===== src/rtl/arp_resolution_engine_macros.svh =====
// ============================================================================
// ARP resolution engine assertion macros
// Shared concurrent assertion forms, clocked on i_clk, off during reset.
// ============================================================================
`ifndef ARP_RESOLUTION_ENGINE_MACROS_SVH
`define ARP_RESOLUTION_ENGINE_MACROS_SVH

// same-cycle implication
`define ARE_ASSERT_IMP(name, ante, cons, msg) \
    name: assert property (@(posedge i_clk) disable iff (!i_rst_n) (ante) |-> (cons)) \
        else $error(msg);

// next-cycle implication
`define ARE_ASSERT_NXT(name, ante, cons, msg) \
    name: assert property (@(posedge i_clk) disable iff (!i_rst_n) (ante) |=> (cons)) \
        else $error(msg);

`endif


===== src/rtl/are_pkg.sv =====
// ============================================================================
// ARP resolution engine package
// Shared codes, item layouts and controller/datapath interface types.
// ============================================================================
package are_pkg;

    localparam int ITEM_W = 328;
    localparam int RES_W  = 144;
    localparam int CFG_W  = 48;

    localparam logic [1:0] ACT_SEND = 2'd0;
    localparam logic [1:0] ACT_RECV = 2'd1;
    localparam logic [1:0] ACT_TICK = 2'd2;

    localparam logic [2:0] KIND_IPV4      = 3'd0;
    localparam logic [2:0] KIND_ARP_REQ   = 3'd1;
    localparam logic [2:0] KIND_ARP_REPLY = 3'd2;
    localparam logic [2:0] KIND_DELIVER   = 3'd3;
    localparam logic [2:0] KIND_DROP      = 3'd4;

    localparam logic [1:0] REG_OWN_MAC  = 2'd0;
    localparam logic [1:0] REG_OWN_IP   = 2'd1;
    localparam logic [1:0] REG_LIFETIME = 2'd2;
    localparam logic [1:0] REG_HOLDOFF  = 2'd3;

    localparam logic [15:0] ET_IPV4    = 16'h0800;
    localparam logic [15:0] ET_ARP     = 16'h0806;
    localparam logic [15:0] OP_REQUEST = 16'd1;
    localparam logic [15:0] OP_REPLY   = 16'd2;
    localparam logic [47:0] MAC_BCAST  = 48'hFFFF_FFFF_FFFF;

    typedef struct packed {
        logic [6:0]  pad;
        logic [31:0] elapsed_ms;
        logic [31:0] target_ip;
        logic [47:0] target_mac;
        logic [31:0] sender_ip;
        logic [47:0] sender_mac;
        logic [15:0] arp_opcode;
        logic        parse_ok;
        logic [15:0] ether_type;
        logic [47:0] frame_dst_mac;
        logic [15:0] datagram_tag;
        logic [31:0] gw_ip;
    } t_item;

    typedef struct packed {
        logic [31:0] reply_target_ip;
        logic [47:0] reply_target_mac;
        logic [15:0] out_tag;
        logic [47:0] dst_mac;
    } t_res_data;

    typedef struct packed {
        logic [2:0] kind;
        t_res_data  data;
    } t_result;

    typedef enum logic [1:0] {
        KEY_NHIP,
        KEY_SIP,
        KEY_TIP
    } t_key_sel;

    typedef struct packed {
        logic     capture;
        logic     tick_add;
        logic     scan_rd;
        logic     scan_expire;
        t_key_sel key_sel;
        logic     act_send;
        logic     act_learn;
        logic     push_deliver;
        logic     push_reply;
        logic     out_pop;
    } t_dp_cmd;

    typedef struct packed {
        logic [1:0] action;
        logic       rx_drop;
        logic       rx_ipv4;
        logic       op_reply;
        logic       op_request;
        logic       tip_own;
        logic [1:0] res_cnt;
        logic       out_last;
    } t_dp_sts;

endpackage


===== src/rtl/are_ctrl.sv =====
// ============================================================================
// ARP resolution engine controller
// Sequences decode, table scans, table updates and result delivery.
// ============================================================================
`include "arp_resolution_engine_macros.svh"

module are_ctrl #(
    parameter int SCAN_LEN = 16,
    parameter int IW       = 4
) (
    input  logic             i_clk,
    input  logic             i_rst_n,
    input  logic             i_in_valid,
    output logic             o_in_ready,
    output logic             o_out_valid,
    input  logic             i_out_ready,
    input  are_pkg::t_dp_sts i_sts,
    output are_pkg::t_dp_cmd o_cmd,
    output logic [IW-1:0]    o_scan_addr
);
    import are_pkg::*;

    typedef enum logic [3:0] {
        S_IDLE,
        S_DECODE,
        S_TICK,
        S_SCAN,
        S_TAIL,
        S_SEND,
        S_LEARN,
        S_REPLY,
        S_FINISH,
        S_OUT
    } t_state;

    t_state        r_state;
    t_state        n_state;
    logic [IW-1:0] r_addr;
    logic [IW-1:0] n_addr;
    logic          r_second;
    logic          n_second;

    assign o_in_ready  = r_state == S_IDLE;
    assign o_out_valid = r_state == S_OUT;
    assign o_scan_addr = r_addr;

    always_comb begin
        n_state  = r_state;
        n_addr   = r_addr;
        n_second = r_second;
        o_cmd    = '0;
        if (i_sts.action == ACT_SEND) begin
            o_cmd.key_sel = KEY_NHIP;
        end else begin
            o_cmd.key_sel = r_second ? KEY_TIP : KEY_SIP;
        end
        case (r_state)
            S_IDLE: begin
                if (i_in_valid) begin
                    o_cmd.capture = 1'b1;
                    n_state       = S_DECODE;
                end
            end
            S_DECODE: begin
                n_addr   = '0;
                n_second = 1'b0;
                case (i_sts.action)
                    ACT_SEND: n_state = S_SCAN;
                    ACT_TICK: n_state = S_TICK;
                    ACT_RECV: begin
                        if (i_sts.rx_drop) begin
                            n_state = S_IDLE;
                        end else if (i_sts.rx_ipv4) begin
                            o_cmd.push_deliver = 1'b1;
                            n_state            = S_OUT;
                        end else begin
                            n_state = S_SCAN;
                        end
                    end
                    default: n_state = S_IDLE;
                endcase
            end
            S_TICK: begin
                o_cmd.tick_add = 1'b1;
                n_state        = S_SCAN;
            end
            S_SCAN: begin
                o_cmd.scan_rd     = 1'b1;
                o_cmd.scan_expire = i_sts.action == ACT_TICK;
                if (r_addr == IW'(SCAN_LEN - 1)) begin
                    n_state = S_TAIL;
                end else begin
                    n_addr = r_addr + 1'b1;
                end
            end
            S_TAIL: begin
                case (i_sts.action)
                    ACT_SEND: n_state = S_SEND;
                    ACT_RECV: n_state = S_LEARN;
                    default:  n_state = S_IDLE;
                endcase
            end
            S_SEND: begin
                o_cmd.act_send = 1'b1;
                n_state        = S_FINISH;
            end
            S_LEARN: begin
                o_cmd.act_learn = 1'b1;
                if (!r_second && i_sts.op_reply) begin
                    n_second = 1'b1;
                    n_addr   = '0;
                    n_state  = S_SCAN;
                end else if (!r_second && i_sts.op_request && i_sts.tip_own) begin
                    n_state = S_REPLY;
                end else begin
                    n_state = S_FINISH;
                end
            end
            S_REPLY: begin
                o_cmd.push_reply = 1'b1;
                n_state          = S_FINISH;
            end
            S_FINISH: begin
                n_state = (i_sts.res_cnt == '0) ? S_IDLE : S_OUT;
            end
            S_OUT: begin
                if (i_out_ready) begin
                    o_cmd.out_pop = 1'b1;
                    if (i_sts.out_last) begin
                        n_state = S_IDLE;
                    end
                end
            end
            default: n_state = S_IDLE;
        endcase
    end

    always_ff @(posedge i_clk) begin
        if (!i_rst_n) begin
            r_state  <= S_IDLE;
            r_addr   <= '0;
            r_second <= 1'b0;
        end else begin
            r_state  <= n_state;
            r_addr   <= n_addr;
            r_second <= n_second;
        end
    end

    `ARE_ASSERT_IMP(a_ready_excl, o_in_ready, !o_out_valid, "ready while a result is offered")
    `ARE_ASSERT_NXT(a_accept_busy, i_in_valid && o_in_ready, !o_in_ready, "ready after accept")
    `ARE_ASSERT_NXT(a_last_ends, o_out_valid && i_out_ready && i_sts.out_last, !o_out_valid,
                    "result offered after last")

endmodule


===== config.mk =====
export PLATFORM = sky130hd
export DESIGN_NAME = are_ctrl
export DESIGN_NICKNAME = d
export VERILOG_FILES = /design/src/rtl/are_pkg.sv /design/src/rtl/are_ctrl.sv
export VERILOG_INCLUDE_DIRS = /design/src /design/src/rtl
export SDC_FILE = /design/constraint.sdc
export NUM_CORES = 1
export LEC_CHECK = 0
export ABC_AREA = 1
export BUFFER_PORTS_ARGS = -buffer_cell sky130_fd_sc_hd__clkbuf_2
export CORE_MARGIN = 4
export CORE_UTILIZATION = 44
export CTS_BUF_LIST = sky130_fd_sc_hd__clkbuf_8
export CTS_CLUSTER_DIAMETER = 50
export DETAILED_ROUTE_END_ITERATION = 7
export PLACE_DENSITY = 0.76
export SYNTH_ARGS = -nofsm -noshare
export SYNTH_HDL_FRONTEND = slang
export SYNTH_SLANG_ARGS = --single-unit
export TNS_END_PERCENT = 30

===== constraint.sdc =====
create_clock -name i_clk -period 1.4 [get_ports i_clk]
set_clock_uncertainty 0.15 [all_clocks]
set_input_delay 0.07 -clock i_clk [delete_from_list [all_inputs] [get_ports i_clk]]
set_output_delay 0.07 -clock i_clk [all_outputs]
set_load 0.02 [all_outputs]

==> results.cfg, run 1 <==
[sta]
slew-limit-headroom_pct = 84.9
finalCritPeriodShare_pct = 106
fin_ws_ns = -0.0811
hold_viol = 0
max_freq_mhz = 675
hold_slack_ns = 0.0775
drv_slew = 0
setup_viol = 10
rsz0062_at_grt = true
finalSetupTns_ns = -0.429
worst_pin_slew_ns = 0.226
finalCriticalPeriod_ns = 1.48

[hold_path]
hold_depth = 5
min_path_type = in -> reg

[cts]
clkTransAtPathRegs_ns = 0.05
clock_latency_ns = 0.24
root_buffer = clkbuf_8
clock-sinks = 9
cts_buffers = 3
cts_tree = yes
cts_htree_levels = 1
clockBufferDepth = 2

[global_route]
antenna_found_initial = 0
grt.total_usage_pct = 16.5
grt_first_pass_wirelength_um = 3250
grt_max_degree = 8
grt_overflow_total = 0
grt_pass1_vias = 785

[worst_setup_path]
cp-end-kind = flop
start_kind = flop
r2r_cells = 8
critical_path.max_fanout = 4
required_ns = 1.37
crit_arrival_ns = 1.45
path_class = reg -> reg

[finish]
diodes = 0
syn_to_final_growth_pct = 61.5
drive_gt1_share_pct = 48.5
finalInstanceArea_um2 = 1190
fill_cells = 111
nets = 185

[power]
power.switching_fraction_pct = 40.6
pwr-share-clk_pct = 24.6
p_total_uw = 1210
comb_power_share_pct = 46.3
leakage_uw = 0.000634
power.switching_uw = 492
p_int_uw = 720
seqPwrFrac_pct = 29.1
power_density_nw_per_um2 = 1020
peakVddDrop_uv = 1070

[synth]
avgSynthCellArea_um2 = 5.83
ys_types = 19
syn-instance-count = 126
syn_nets = 141
yosysSeqAreaShare_pct = 24.5
ys_ff_latch = 9
synth_warnings = 0
synthesis.area_um2 = 734

[floorplan]
ios = 31
row_count = 14
start_util_pct = 47.6
core-area_um2 = 1540
die_height_um = 48.9
dieArea_um2 = 2390
die_x_um = 48.9

[route]
routed_wl_um = 2120
drtPass1Iterations = 4
drc = 0
ant_nets = 0
wl_per_cell_um = 11.5
vias = 902
routed_via_density = 4.88
drtIter0Drc = 14

[placement]
gp_congestion = 0.806
io_buffers = 30
place_hpwl_um = 1450
dpl_cell_area_um2 = 915
pre_cts_slack_ns = 0.00545

[outcome]
violations = setup timing
status = finished with violations

[job]
maxCapViolations = 0
[worst max-delay path, cell delays in order, from the launching register on]
cell and delay, ns:
dfxtp_4 0.36, nor2_4 0.16, buf_12 0.13, buf_6 0.09, nand4_4 0.10, nand3_4 0.14
nand2_4 0.07, nand2_1 0.08, a21oi_1 0.08
[synth_stat cells, drive strengths merged]
library cell	n	area (um2)
nor3	2	10.0
o21ai	4	20.0
nand3	13	80.1
buf	1	7.51
xor2	2	17.5
nand2	31	124
nor2	24	110
ha	1	12.5
a21oi	8	40.0
dfxtp	9	180
nand3b	2	15.0
nand4	1	12.5
inv	28	105
[flip-flops by register name (all words and copies together), names as in the netlist]
register,flops
o_scan_addr,4
r_state,4
r_second,1
[final timing paths]
path | from | end | slack, ns
worst max register to register | r_state[2]$_SDFFE_PN0P_ | o_scan_addr[3]$_SDFFE_PN0P_ | -0.08
worst max-delay path | r_state[2]$_SDFFE_PN0P_ | o_scan_addr[3]$_SDFFE_PN0P_ | -0.08
worst min-delay path | i_sts[5] | r_second$_SDFFE_PN0P_ | 0.08
worst min register to register | r_second$_SDFFE_PN0P_ | r_second$_SDFFE_PN0P_ | 0.33
[per-layer routing]
layer  GRT usage (%)  vias to the layer above  share of wire (%)
li1                -                      477                  -
met1            19.9                      397                 42
met2            27.8                       23                 51
met3            6.42                        5                6.4
met4            2.69                        0               0.71
met5               0                        -                  0
[cells in the final DEF, fill, tap and decap left out, types with 2 or more instances in the layout]
cell type,count
nand3_2,5
o21ai_1,2
nor2_4,3
a21oi_1,7
buf_4,6
nor2_2,5
nand2_4,2
inv_2,7
nand3_4,2
dfxtp_4,4
xor2_1,2
clkbuf_2,25
nand2_1,25
nor2_1,16
dfxtp_2,2
nand3b_1,2
clkbuf_8,3
buf_6,4
nand2_2,4
inv_1,21
dfxtp_1,3
nand3_1,6
[what timing repair did]
action | in CTS | in global routing
resized for setup | 21 | 27
pin swaps | 3 | 9
endpoints found under the setup margin | 12 | 17
hold endpoints to repair | 3 | 0
buffers inserted | 5 | 2
hold buffers | 1 | 0
[cell families (layout without fill, tap and decap cells)]
family          count (synthesis)  in the layout  synth area share, %
compound gates                 12             12                 8.18
fa+ha+maj                       1              1                 1.70
flops                           9              9                 24.5
buf+inv                        29             72                 15.3
xor+xnor                        2              2                 2.39
simple gates                   73             73                 47.9
[metrics by stage]
step	cells	utilization (%)
2_1_floorplan	126	-
6_report	185	76.9
3_5_place_dp	173	59.3
4_1_cts	183	69.9
3_3_place_gp	173	59.3
5_1_grt	185	76.9
[power by group through the flow]
stage	Sequential [uW]	Clock [uW]	Combinational, uW
after floorplan	347	0	272
after global placement	333	0	401
after detailed placement	334	0	405
after CTS	344	302	462
after global routing	360	319	617
final	352	298	561
[cell type report]
cell class	count	area [um2]	share of cell area [%]
repair buffers	40	273	23.0
flip-flops and latches	9	198	16.7
well taps	16	20.0	1.69
clock inverters	1	3.75	0.316
multi-input cells	88	543	45.8
inverters	28	108	9.07
clock buffers	3	41.3	3.48
(Power assumes the default switching activity.)
==> run 2, diff against run 1 <==
--- a/config.mk
+++ b/config.mk
@@ -8,7 +8,7 @@
 export LEC_CHECK = 0
 export ABC_AREA = 1
 export BUFFER_PORTS_ARGS = -buffer_cell sky130_fd_sc_hd__clkbuf_2
-export CORE_MARGIN = 4
+export CORE_MARGIN = 2
 export CORE_UTILIZATION = 44
 export CTS_BUF_LIST = sky130_fd_sc_hd__clkbuf_8
 export CTS_CLUSTER_DIAMETER = 50
==> run 2 against run 1 <==
  * The flow still finishes with violations (setup timing)
  * Design area grew 0.63%
  * Clock-buffer cell count did not move
  * Largest power group unchanged
  * Routed wire length up 1.7%
  * Global-route usage grew 4.4 points
  * Clock power barely moved
  * Setup slack worse by 0.0072 ns
  * Fmax is 0.49% lower
  * Sequential power about the same
  * Power increased by 2.1%
  * Register-to-register slack about the same
  * Sequential cell count did not move
  * Non-clock buffer count did not move
==> results.cfg, run 2 (synthesized netlist as in run 1, its figures left out) <==
[outcome]
status = finished with violations
violations = setup timing

[floorplan]
core-area_um2 = 1540
row_count = 14
dieArea_um2 = 2010
start_util_pct = 47.6
die_height_um = 44.9
die_x_um = 44.9
ios = 31

[placement]
place_hpwl_um = 1440
gp_congestion = 0.864
pre_cts_slack_ns = 0.00757
io_buffers = 30

[sta]
fin_ws_ns = -0.0884
finalCritPeriodShare_pct = 106
drv_slew = 0
worst_pin_slew_ns = 0.258
hold_viol = 0
finalSetupTns_ns = -0.596
rsz0062_at_grt = true
setup_viol = 11
finalCriticalPeriod_ns = 1.49
hold_slack_ns = 0.0855
max_freq_mhz = 672
slew-limit-headroom_pct = 82.8

[global_route]
antenna_found_initial = 0
grt.total_usage_pct = 20.9
grt_pass1_vias = 765
grt_overflow_total = 0
grt_max_degree = 7
grt_first_pass_wirelength_um = 3060

[route]
ant_nets = 0
vias = 947
drtIter0Drc = 22
drc = 0
drtPass1Iterations = 4
routed_via_density = 5.12
wl_per_cell_um = 11.7
routed_wl_um = 2160

[finish]
layout_commonest_cell = nand2_1
drive_gt1_share_pct = 49.7
layout_common_cells = 25 x nand2_1, 23 x clkbuf_2, 21 x inv_1
diodes = 0
syn_to_final_growth_pct = 62.5
nets = 185
fill_cells = 117

[hold_path]
min_path_type = in -> reg

[cts]
cts_buffers = 3
root_buffer = clkbuf_8
clkTransAtPathRegs_ns = 0.05
cts_tree = yes
clock_latency_ns = 0.23
clock-sinks = 9
clockBufferDepth = 2
cts_htree_levels = 1

[worst_setup_path]
start_kind = flop
r2r_slack_ns = -0.09
critical_path.max_fanout = 5
path_class = reg -> reg
crit_arrival_ns = 1.45
cp-end-kind = flop
required_ns = 1.36

[power]
power_density_nw_per_um2 = 1040
leakage_uw = 0.000634
peakVddDrop_uv = 928

[job]
maxCapViolations = 0
==> run 2: cell types whose count changed in the layout (fill, tap and decap cells not counted), sizes merged <==
cell / before / now
buf: 13 / 15
clkbuf: 29 / 27
==> run 2: worst max-delay path, stage by stage (launching register included) <==
cell     delay [ns]
dfxtp_4        0.36
nor2_4         0.24
buf_6          0.14
nand4_4        0.11
nand2_1        0.14
nor2_2         0.05
o21ai_1        0.10
nor2_1         0.07
==> run 2: what timing repair did <==
action                                  CTS  global route
hold buffers                              1             0
gates resized for setup                  19            37
buffers inserted                          4             1
endpoints found under the hold margin     2             0
endpoints found under the setup margin   13            16
pin swaps                                 3             7
cloned                                    0             0
==> run 2: cell type report <==
cell class	instances	area, um2	share of cell area (%)
clock inverters	1	3.75	0.314
well taps	16	20.0	1.68
repair buffers	40	275	23.1
multi-input cells	88	548	45.9
flip-flops and latches	9	198	16.6
inverters	28	108	9.01
clock buffers	3	41.3	3.46
==> run 2: through the flow <==
stage / cell area (um2) / total power [uW] / util (%) / std cells
global route: 1190 / 1310 / 77.4 / 185
detailed placement: 930 / 756 / 60.3 / 175
floorplan: 737 / 618 / - / 126
global placement: 930 / 751 / 60.3 / 175
finish: 1190 / 1240 / 77.4 / 185
CTS: 1080 / 1120 / 69.8 / 184
==> run 2: report_power, final <==
| part | total [uW] | switching, uW | internal, uW |
|---|---|---|---|
| Combinational | 591 | 338 | 253 |
| Sequential | 351 | 53.4 | 297 |
| Clock | 296 | 105 | 191 |
| Total | 1240 | 497 | 741 |
==> run 2: metal layers <==
layer | vias up | global-route usage [%] | part of all wire [%]
li1 | 471 | - | -
met1 | 425 | 23.2 | 39
met2 | 43 | 36.8 | 51
met3 | 8 | 7.60 | 6.8
met4 | 0 | 7.06 | 2.3
met5 | - | 0 | 0
==> run 2: worst paths after layout <==
kind,end,cells past startpoint,from
max,r_state[2]$_SDFFE_PN0P_,7,r_state[2]$_SDFFE_PN0P_
min reg2reg,r_second$_SDFFE_PN0P_,2,r_second$_SDFFE_PN0P_
max reg2reg,r_state[2]$_SDFFE_PN0P_,7,r_state[2]$_SDFFE_PN0P_
min,r_second$_SDFFE_PN0P_,5,i_sts[5]
